File: config.mk
export PLATFORM = sky130hd
export DESIGN_NAME = modexp_pseudo_mersenne_63
export DESIGN_NICKNAME = d
export VERILOG_FILES = /design/src/hdl/mpm_pkg.sv /design/src/hdl/mpm_datapath.sv /design/src/hdl/mpm_ctrl.sv /design/src/hdl/modexp_pseudo_mersenne_63.sv
export VERILOG_INCLUDE_DIRS = /design/src /design/src/hdl
export SDC_FILE = /design/constraint.sdc
export NUM_CORES = 2
export LEC_CHECK = 0
export BUFFER_PORTS_ARGS = -buffer_cell sky130_fd_sc_hd__buf_4
export CORE_UTILIZATION = 47
export CTS_CLUSTER_SIZE = 16
export DETAILED_ROUTE_END_ITERATION = 8
export GPL_TIMING_DRIVEN = 0
export PLACE_DENSITY_LB_ADDON = 0.08
export SETUP_SLACK_MARGIN = 0.4
export SYNTH_ARGS = -nofsm -noshare
export SYNTH_HDL_FRONTEND = slang
export SYNTH_SLANG_ARGS = --single-unit
File: constraint.sdc
create_clock -name clk -period 13.4 [get_ports clk]
set_clock_uncertainty 0.15 [all_clocks]
set_input_delay 2.68 -clock clk [delete_from_list [all_inputs] [get_ports clk]]
set_output_delay 2.68 -clock clk [all_outputs]
set_load 0.01 [all_outputs]
File: src/hdl/modexp_pseudo_mersenne_63_defines.svh
// Assertion macros shared by the modular exponentiation block.
// Holds no logic; included by the modules that carry checks.
`ifndef MODEXP_PSEUDO_MERSENNE_63_DEFINES_SVH
`define MODEXP_PSEUDO_MERSENNE_63_DEFINES_SVH

`ifndef SYNTHESIS
`define MPM_ASSERT(lbl, clk, rst, prop) \
  lbl: assert property (@(posedge clk) disable iff (rst) prop) \
    else $error("modexp check failed");
`define MPM_ASSERT_NEVER(lbl, clk, rst, expr) \
  lbl: assert property (@(posedge clk) disable iff (rst) !(expr)) \
    else $error("modexp forbidden condition seen");
`else
`define MPM_ASSERT(lbl, clk, rst, prop)
`define MPM_ASSERT_NEVER(lbl, clk, rst, expr)
`endif

`endif

File: src/hdl/mpm_pkg.sv
// Shared types and constants for the modular exponentiation block.
// No dependencies; imported by the controller, datapath and top level.
package mpm_pkg;

  localparam int EXPONENT_BITS_DEF = 64;
  localparam int HALF_W = 32;

  // Modulus 2^63 - 25, and the fold constant 2^63 mod p.
  localparam logic [62:0] MOD_P = 63'h7FFF_FFFF_FFFF_FFE7;
  localparam logic [4:0]  FOLD  = 5'd25;

  // Partial product codes: which halves of a and b are multiplied.
  localparam logic [1:0] PP_LL = 2'd0;
  localparam logic [1:0] PP_HL = 2'd1;
  localparam logic [1:0] PP_LH = 2'd2;
  localparam logic [1:0] PP_HH = 2'd3;

  typedef enum logic [1:0] {
    ST_IDLE,
    ST_BIT,
    ST_MUL,
    ST_SQR
  } mpm_state_t;

  typedef struct packed {
    logic       load;
    logic       pp_en;
    logic [1:0] pp_idx;
    logic       use_sq;
    logic       acc_en;
    logic [1:0] acc_idx;
    logic       red1;
    logic       red2;
    logic       wb;
    logic       shift_e;
  } mm_cmd_t;

  typedef struct packed {
    logic ebit;
  } mm_status_t;

endpackage

File: src/hdl/mpm_datapath.sv
// Datapath of the modular exponentiation block: operand registers, one shared
// 32x32 multiplier, a 128-bit product accumulator and the reduction modulo p.
// Depends on mpm_pkg and the assertion macro header.
`include "modexp_pseudo_mersenne_63_defines.svh"

module mpm_datapath #(
  parameter int EXPONENT_BITS = mpm_pkg::EXPONENT_BITS_DEF
) (
  input  logic               clk,
  input  logic               rst,
  input  mpm_pkg::mm_cmd_t   cmd,
  input  logic [63:0]        base,
  input  logic [63:0]        exponent,
  output mpm_pkg::mm_status_t status,
  output logic [62:0]        result
);
  import mpm_pkg::*;

  localparam logic [63:0] TWO_P = {MOD_P, 1'b0};

  logic [63:0]              sq;
  logic [62:0]              acc;
  logic [EXPONENT_BITS-1:0] ereg;
  logic [63:0]              p;
  logic [127:0]             accum;
  logic [70:0]              t;
  logic [63:0]              r;

  logic [63:0]  op_a;
  logic [31:0]  a_half;
  logic [31:0]  b_half;
  logic [127:0] pp_shifted;
  logic [63:0]  wb_val;

  always_comb begin
    op_a   = cmd.use_sq ? sq : {1'b0, acc};
    a_half = cmd.pp_idx[0] ? op_a[63:32] : op_a[31:0];
    b_half = cmd.pp_idx[1] ? sq[63:32] : sq[31:0];
    case (cmd.acc_idx)
      PP_LL:   pp_shifted = {64'd0, p};
      PP_HL:   pp_shifted = {32'd0, p, 32'd0};
      PP_LH:   pp_shifted = {32'd0, p, 32'd0};
      PP_HH:   pp_shifted = {p, 64'd0};
      default: pp_shifted = {64'd0, p};
    endcase
    // r stays below 2p, so one conditional subtract finishes the reduction.
    if (r >= {1'b0, MOD_P}) begin
      wb_val = r - {1'b0, MOD_P};
    end else begin
      wb_val = r;
    end
  end

  always_ff @(posedge clk) begin
    if (cmd.load) begin
      sq   <= base;
      acc  <= 63'd1;
      ereg <= exponent[EXPONENT_BITS-1:0];
    end else begin
      if (cmd.shift_e) begin
        ereg <= ereg >> 1;
      end
      if (cmd.wb) begin
        if (cmd.use_sq) begin
          sq <= {1'b0, wb_val[62:0]};
        end else begin
          acc <= wb_val[62:0];
        end
      end
    end
    if (cmd.pp_en) begin
      p <= {32'd0, a_half} * {32'd0, b_half};
    end
    if (cmd.acc_en) begin
      if (cmd.acc_idx == PP_LL) begin
        accum <= pp_shifted;
      end else begin
        accum <= accum + pp_shifted;
      end
    end
    // Fold the bits above 2^63 back in with 2^63 = 25 (mod p), twice.
    if (cmd.red1) begin
      t <= {6'd0, accum[127:63]} * 71'(FOLD) + {8'd0, accum[62:0]};
    end
    if (cmd.red2) begin
      r <= {56'd0, t[70:63]} * 64'(FOLD) + {1'b0, t[62:0]};
    end
  end

  assign status.ebit = ereg[0];
  assign result      = acc;

  `MPM_ASSERT(a_red_bound, clk, rst, cmd.wb |-> r < TWO_P)
  `MPM_ASSERT(a_acc_reduced, clk, rst, (cmd.wb && !cmd.use_sq) |=> acc < MOD_P)
  `MPM_ASSERT(a_red_order, clk, rst, cmd.red1 |-> $past(cmd.acc_en && cmd.acc_idx == PP_HH))

endmodule

File: src/hdl/mpm_ctrl.sv
// Controller of the modular exponentiation block: walks the exponent bits and
// sequences each modular product through the datapath, one step per cycle.
// Depends on mpm_pkg and the assertion macro header.
`include "modexp_pseudo_mersenne_63_defines.svh"

module mpm_ctrl #(
  parameter int EXPONENT_BITS = mpm_pkg::EXPONENT_BITS_DEF
) (
  input  logic                clk,
  input  logic                rst,
  input  logic                start,
  input  mpm_pkg::mm_status_t status,
  output mpm_pkg::mm_cmd_t    cmd,
  output logic                busy,
  output logic                done
);
  import mpm_pkg::*;

  localparam int CNT_W = (EXPONENT_BITS > 1) ? $clog2(EXPONENT_BITS) : 1;
  localparam logic [CNT_W-1:0] LAST_BIT = CNT_W'(EXPONENT_BITS - 1);

  mpm_state_t       state;
  mpm_state_t       state_next;
  logic [2:0]       step;
  logic [2:0]       step_next;
  logic [CNT_W-1:0] cnt;
  logic [CNT_W-1:0] cnt_next;
  logic             done_next;

  always_ff @(posedge clk) begin
    if (rst) begin
      state <= ST_IDLE;
      step  <= 3'd0;
      cnt   <= '0;
      done  <= 1'b0;
    end else begin
      state <= state_next;
      step  <= step_next;
      cnt   <= cnt_next;
      done  <= done_next;
    end
  end

  always_comb begin
    state_next  = state;
    step_next   = step;
    cnt_next    = cnt;
    done_next   = 1'b0;
    cmd         = '0;
    cmd.use_sq  = (state == ST_SQR);
    cmd.pp_idx  = step[1:0];
    cmd.acc_idx = 2'(step - 3'd1);
    case (state)
      ST_IDLE: begin
        if (start) begin
          cmd.load   = 1'b1;
          cnt_next   = '0;
          state_next = ST_BIT;
        end
      end
      ST_BIT: begin
        step_next  = 3'd0;
        state_next = status.ebit ? ST_MUL : ST_SQR;
      end
      ST_MUL, ST_SQR: begin
        // Four partial products, then accumulate, fold twice and write back.
        cmd.pp_en  = (step <= 3'd3);
        cmd.acc_en = (step >= 3'd1) && (step <= 3'd4);
        cmd.red1   = (step == 3'd5);
        cmd.red2   = (step == 3'd6);
        cmd.wb     = (step == 3'd7);
        step_next  = step + 3'd1;
        if (step == 3'd7) begin
          if (state == ST_MUL) begin
            state_next = ST_SQR;
          end else begin
            cmd.shift_e = 1'b1;
            if (cnt == LAST_BIT) begin
              state_next = ST_IDLE;
              done_next  = 1'b1;
            end else begin
              cnt_next   = cnt + CNT_W'(1);
              state_next = ST_BIT;
            end
          end
        end
      end
      default: begin
        state_next = ST_IDLE;
      end
    endcase
  end

  assign busy = (state != ST_IDLE);

  `MPM_ASSERT(a_done_after_sqr, clk, rst, done |-> $past(cmd.wb && cmd.use_sq))
  `MPM_ASSERT_NEVER(a_done_busy, clk, rst, done && busy)
  `MPM_ASSERT(a_start_bit, clk, rst, (start && !busy) |=> (state == ST_BIT && cnt == '0))

endmodule

File: src/hdl/modexp_pseudo_mersenne_63.sv
// Top level of the modular exponentiation block modulo p = 2^63 - 25.
// Depends on mpm_pkg, mpm_ctrl and mpm_datapath.

// An item (base, exponent) is taken when start is high while busy is low, and
// base^exponent mod p is on result while done is high for exactly one cycle;
// the receiver cannot stall, so it must take the result in that cycle. The
// exponent's low EXPONENT_BITS bits are scanned from the least significant
// end; each bit passes a decision state, then the multiply when the bit is
// set, then the squaring. busy is already low in the done cycle, so a new
// item may be started there. Each product uses the single 32x32 multiplier
// four times, followed by two folding steps and a final conditional subtract.
module modexp_pseudo_mersenne_63 #(
  parameter int EXPONENT_BITS = mpm_pkg::EXPONENT_BITS_DEF
) (
  input  logic        clk,
  input  logic        rst,
  input  logic        start,
  output logic        busy,
  input  logic [63:0] base,
  input  logic [63:0] exponent,
  output logic        done,
  output logic [62:0] result
);
  import mpm_pkg::*;

  mm_cmd_t    cmd;
  mm_status_t status;

  mpm_ctrl #(
    .EXPONENT_BITS(EXPONENT_BITS)
  ) u_ctrl (
    .clk    (clk),
    .rst    (rst),
    .start  (start),
    .status (status),
    .cmd    (cmd),
    .busy   (busy),
    .done   (done)
  );

  mpm_datapath #(
    .EXPONENT_BITS(EXPONENT_BITS)
  ) u_datapath (
    .clk      (clk),
    .rst      (rst),
    .cmd      (cmd),
    .base     (base),
    .exponent (exponent),
    .status   (status),
    .result   (result)
  );

endmodule

==> impl_summary.md <==
Outcome
The flow ran to the end, but the final reports show violations. The final reports fail on DRC, capacitance limit, slew limit.

Cells and area
After filler insertion, the fill cell instance count of the layout stands at 14600. The finished cells cover 0.0802 sq mm. The relative area change from synthesis to final layout is 9.39%. The layout cell share with drive strength beyond 1 is 6.17%. The net count of the finished layout is 10100.

Floorplanning
Measured along the x axis, the die boundary spans 397 um. After floorplanning, the core was divided into 144 placement rows. The die covers 0.158 sq mm. The initial utilization of the core area, before any placement, comes to 47.5%.

The number of primary I/O pins is 196. From bottom edge to top edge, the die measures 397 um. The core footprint is 0.154 sq mm.

Clock tree
Clock tree synthesis inserted a total of 69 buffers. The clock-pin transition on the worst setup and hold timing paths is 0.06 ns. The number of H-tree levels is 3.

In this run the post-CTS setup repair buffer count came out at 0. The count of hold buffers inserted by post-cts repair is 0. The clock drives 530 sinks. The clock tree from TritonCTS is done. The clock latency reported for the late side of the worst-skew pair is 0.69 ns. The library cell used as clock root buffer is sky130_fd_sc_hd__clkbuf_16. In this run the deepest clock path goes through 3 buffers. The number of gates resized after CTS was 0.

Critical path
The endpoint identified for the worst register-to-register timing path is u_datapath.p[57]. The worst setup path is launched from a register. The delay of the slowest cell on the worst path is 0.93 ns. The critical path capture point is u_datapath.p[57]. The endpoint class of the critical path is a register. The most numerous cell type found on the critical path is sky130_fd_sc_hd__fa_1.

Measured in cells, the most critical reg-to-reg path has a length of 35. The type of the worst setup path is register to register. The worst path arrival time is 13.14 ns. In this run the worst path has a maximum fanout of 10. The startpoint identified for the worst register-to-register timing path is u_ctrl.state[1]. The required time of the worst setup path is 13.67 ns.

The critical path launch point is u_ctrl.state[1]. The slowest stage of the critical path is the sky130_fd_sc_hd__dlygate4sd1_1 cell. The worst register-to-register path has a setup slack of 0.53 ns.

Logic synthesis
Counting flops and latches in the post-synthesis netlist gives 530. The post-synthesis sequential area ratio is 20.7%. After Yosys synthesis, full adders, half adders and majority gates account for 39.3% of the synthesized area. The commonest register cell after synthesis is sky130_fd_sc_hd__edfxtp_1. The number of enable flip-flop cells after synthesis is 455. The mean instance size in the synthesized netlist is 9.17 sq um.

The synthesized instance count is 7996. The xor-xnor portion of the synthesized cell area is 4.41%. The yosys synthesis warning count is 0. After synthesis, the share of flip-flops with an asynchronous set or reset is 0%. The number of nets in the synthesized netlist is 9810.

The post-synthesis share of cell area spent on and, or, nand and nor gates is 14.8%. The proportion of synthesized area in mux cells is 1.85%. The synthesized area is 0.0733 sq mm. The combinational family with the most area after synthesis is adder cells. The count of distinct cell types in the synthesized netlist is 96. The compound-cell area share of the yosys netlist is 11.7%.

Drt
The number of violations reported at the end of detailed-routing iteration 0 is 5836. The wire length after detailed routing is 309000 um. In the routed design, unresolved DRC markers number 38. The pre-antenna-repair detailed-routing pass consisted of 8 iterations.

After detailed routing, the average wire length per cell comes to 29.6 um. The via count is 61400. The post-route antenna net violation count is 0. The detail-routed via count per cell is 5.90.

Job
Across the run, the number of max-cap violations was 5.

Placement
Detailed placement ended at an HPWL of 263000 um. The count of input and output buffers is 195. The area after detailed placement is 0.0779 sq mm. The congestion estimate from routability-driven global placement came to 1.04.

STA
The total count of max-transition violations in the final report is 32. The final cycle utilization of the critical path is 96.1%. The worst path needs 12.87 ns of the cycle, external delays included.

The final setup violation count is 0. The worst max-slew margin expressed relative to the limit is -8.24%. For the pin with the worst max-slew slack, the measured transition is 1.62 ns. The final number of hold-violating endpoints is 0. For this run, the top clock speed supported by timing is 0.0777 GHz. Setup repair after global routing left no endpoint under its margin.

GRT
Global routing used 39.4% of the available tracks. The pin count of the biggest net entering global routing is 72. The via count of the first global-routing pass came to 62100. The first-pass GRT wire length is 441000 um.

The initial antenna violation count is 21. The global-route congestion overflow total is 0.

Hold path
The worst min-delay path class is register to register.
[sequential cells by signal (all words and copies together), names as in the netlist]
| signal | count |
|---|---|
| u_datapath.ereg | 64 |
| u_ctrl.done | 1 |
| u_datapath.accum | 128 |
| u_datapath.t | 71 |
| u_datapath.result | 63 |
| u_datapath.p | 64 |
| u_datapath.sq | 64 |
| u_ctrl.step | 3 |
| u_datapath.r | 64 |
| u_ctrl.state | 2 |
| u_ctrl.cnt | 6 |
[per-stage QoR]
step	setup slack (ns)	hold WS (ns)	utilization (%)	TNS, ns	instances
6_report	0.527	0.344	52.0	0	10400
5_1_grt	0.407	0.373	51.9	0	10400
4_1_cts	0.408	0.341	51.9	0	10400
3_5_place_dp	0.449	0.331	50.5	0	10300
3_3_place_gp	-4.84	0.315	50.1	-614.21	10200
2_1_floorplan	2.29	0.304	-	0	7996
[worst min-delay path by stage]
| stage | to | cells after the start | slack (ns) | from |
|---|---|---|---|---|
| after floorplan | u_ctrl.cnt[5] | 2 | 0.30 | u_ctrl.cnt[5] |
| after global routing | u_ctrl.cnt[5] | 2 | 0.37 | u_ctrl.cnt[5] |
| final | u_ctrl.cnt[5] | 2 | 0.34 | u_ctrl.cnt[5] |
| after CTS | u_ctrl.cnt[5] | 2 | 0.34 | u_ctrl.cnt[5] |
| after global placement | u_ctrl.cnt[5] | 2 | 0.32 | u_ctrl.cnt[5] |
| after detailed placement | u_ctrl.cnt[5] | 2 | 0.33 | u_ctrl.cnt[5] |
[Yosys cell counts, types with 32 or more instances]
cell                       count  area, sq um
sky130_fd_sc_hd__a211oi_1     80          601
sky130_fd_sc_hd__clkbuf_1    335         1260
sky130_fd_sc_hd__o21ai_1      41          205
sky130_fd_sc_hd__mux2_2       60          676
sky130_fd_sc_hd__fa_1       1030        20600
sky130_fd_sc_hd__ha_1        653         8170
sky130_fd_sc_hd__mux2i_1      67          671
sky130_fd_sc_hd__nor2_1      961         3610
sky130_fd_sc_hd__o21ai_0     240         1200
sky130_fd_sc_hd__nand4_1     107          669
sky130_fd_sc_hd__nand2_1    1039         3900
sky130_fd_sc_hd__xnor2_1     235         2060
sky130_fd_sc_hd__nor3_1       57          285
sky130_fd_sc_hd__a21oi_1     390         1950
sky130_fd_sc_hd__inv_1      1047         3930
sky130_fd_sc_hd__a31oi_1      33          206
sky130_fd_sc_hd__a21o_1      203         1520
sky130_fd_sc_hd__a22o_1       32          280
sky130_fd_sc_hd__nand3_1      92          460
sky130_fd_sc_hd__xor2_1      134         1170
sky130_fd_sc_hd__o21a_1       52          390
sky130_fd_sc_hd__edfxtp_1    455        13700
sky130_fd_sc_hd__and3_1       45          282
sky130_fd_sc_hd__dfxtp_1      75         1500
sky130_fd_sc_hd__and2_1       86          538
sky130_fd_sc_hd__o21bai_1     77          578
[critical path: cells and delay by family (launching register included)]
family | cells | cell delay (ns)
adder cells (fa/ha/maj) | 10 | 4.62
AO/OA/AOI/OAI | 11 | 3.45
buffers and inverters | 9 | 2.84
AND/OR/NAND/NOR | 3 | 0.43
multiplexers | 1 | 0.42
flip-flops | 1 | 0.40
XOR/XNOR | 1 | 0.25
[layout by cell type (no fill, tap or decap), types with 75 or more instances in the layout]
master	n
sky130_fd_sc_hd__inv_1	1047
sky130_fd_sc_hd__nand2_1	1038
sky130_fd_sc_hd__fa_1	1030
sky130_fd_sc_hd__nor2_1	960
sky130_fd_sc_hd__ha_1	653
sky130_fd_sc_hd__edfxtp_1	455
sky130_fd_sc_hd__a21oi_1	390
sky130_fd_sc_hd__clkbuf_1	343
sky130_fd_sc_hd__o21ai_0	238
sky130_fd_sc_hd__xnor2_1	235
sky130_fd_sc_hd__a21o_1	203
sky130_fd_sc_hd__buf_4	198
sky130_fd_sc_hd__xor2_1	134
sky130_fd_sc_hd__nand4_1	107
sky130_fd_sc_hd__nand3_1	92
sky130_fd_sc_hd__and2_1	86
sky130_fd_sc_hd__a211oi_1	80
sky130_fd_sc_hd__o21bai_1	77
sky130_fd_sc_hd__dfxtp_1	75
[layout make-up]
| class | count | area (sq um) | area share [%] |
|---|---|---|---|
| inverter | 1047 | 3930 | 4.90 |
| antenna | 16 | 40.0 | 0.0499 |
| buffer | 383 | 1490 | 1.85 |
| multi-input combinational | 6036 | 52900 | 65.9 |
| clock inverter | 35 | 337 | 0.420 |
| sequential | 530 | 15200 | 18.9 |
| tap | 2044 | 2560 | 3.19 |
| timing repair buffer | 228 | 1920 | 2.39 |
| clock buffer | 91 | 1920 | 2.40 |
[routing by layer]
layer	part of all wire (%)	wire (um)	up-vias	track usage, %
met1	38	118000	30700	48.7
met2	45	138000	3014	61.5
li1	-	-	26900	-
met5	0.030	92	-	0
met3	8.4	25800	798	7.97
met4	8.6	26600	14	28.1
[kinds of logic after synthesis]
| family | count (synthesis) |
|---|---|
| XOR/XNOR | 369 |
| AND/OR/NAND/NOR | 2538 |
| buffers and inverters | 1430 |
| adder cells (fa/ha/maj) | 1683 |
| flip-flops | 530 |
| multiplexers | 128 |
| AO/OA/AOI/OAI | 1318 |
Power is left out: the tool's default activity adds up to more than one toggle a clock period on the data nets, which glitch-free logic cannot reach.
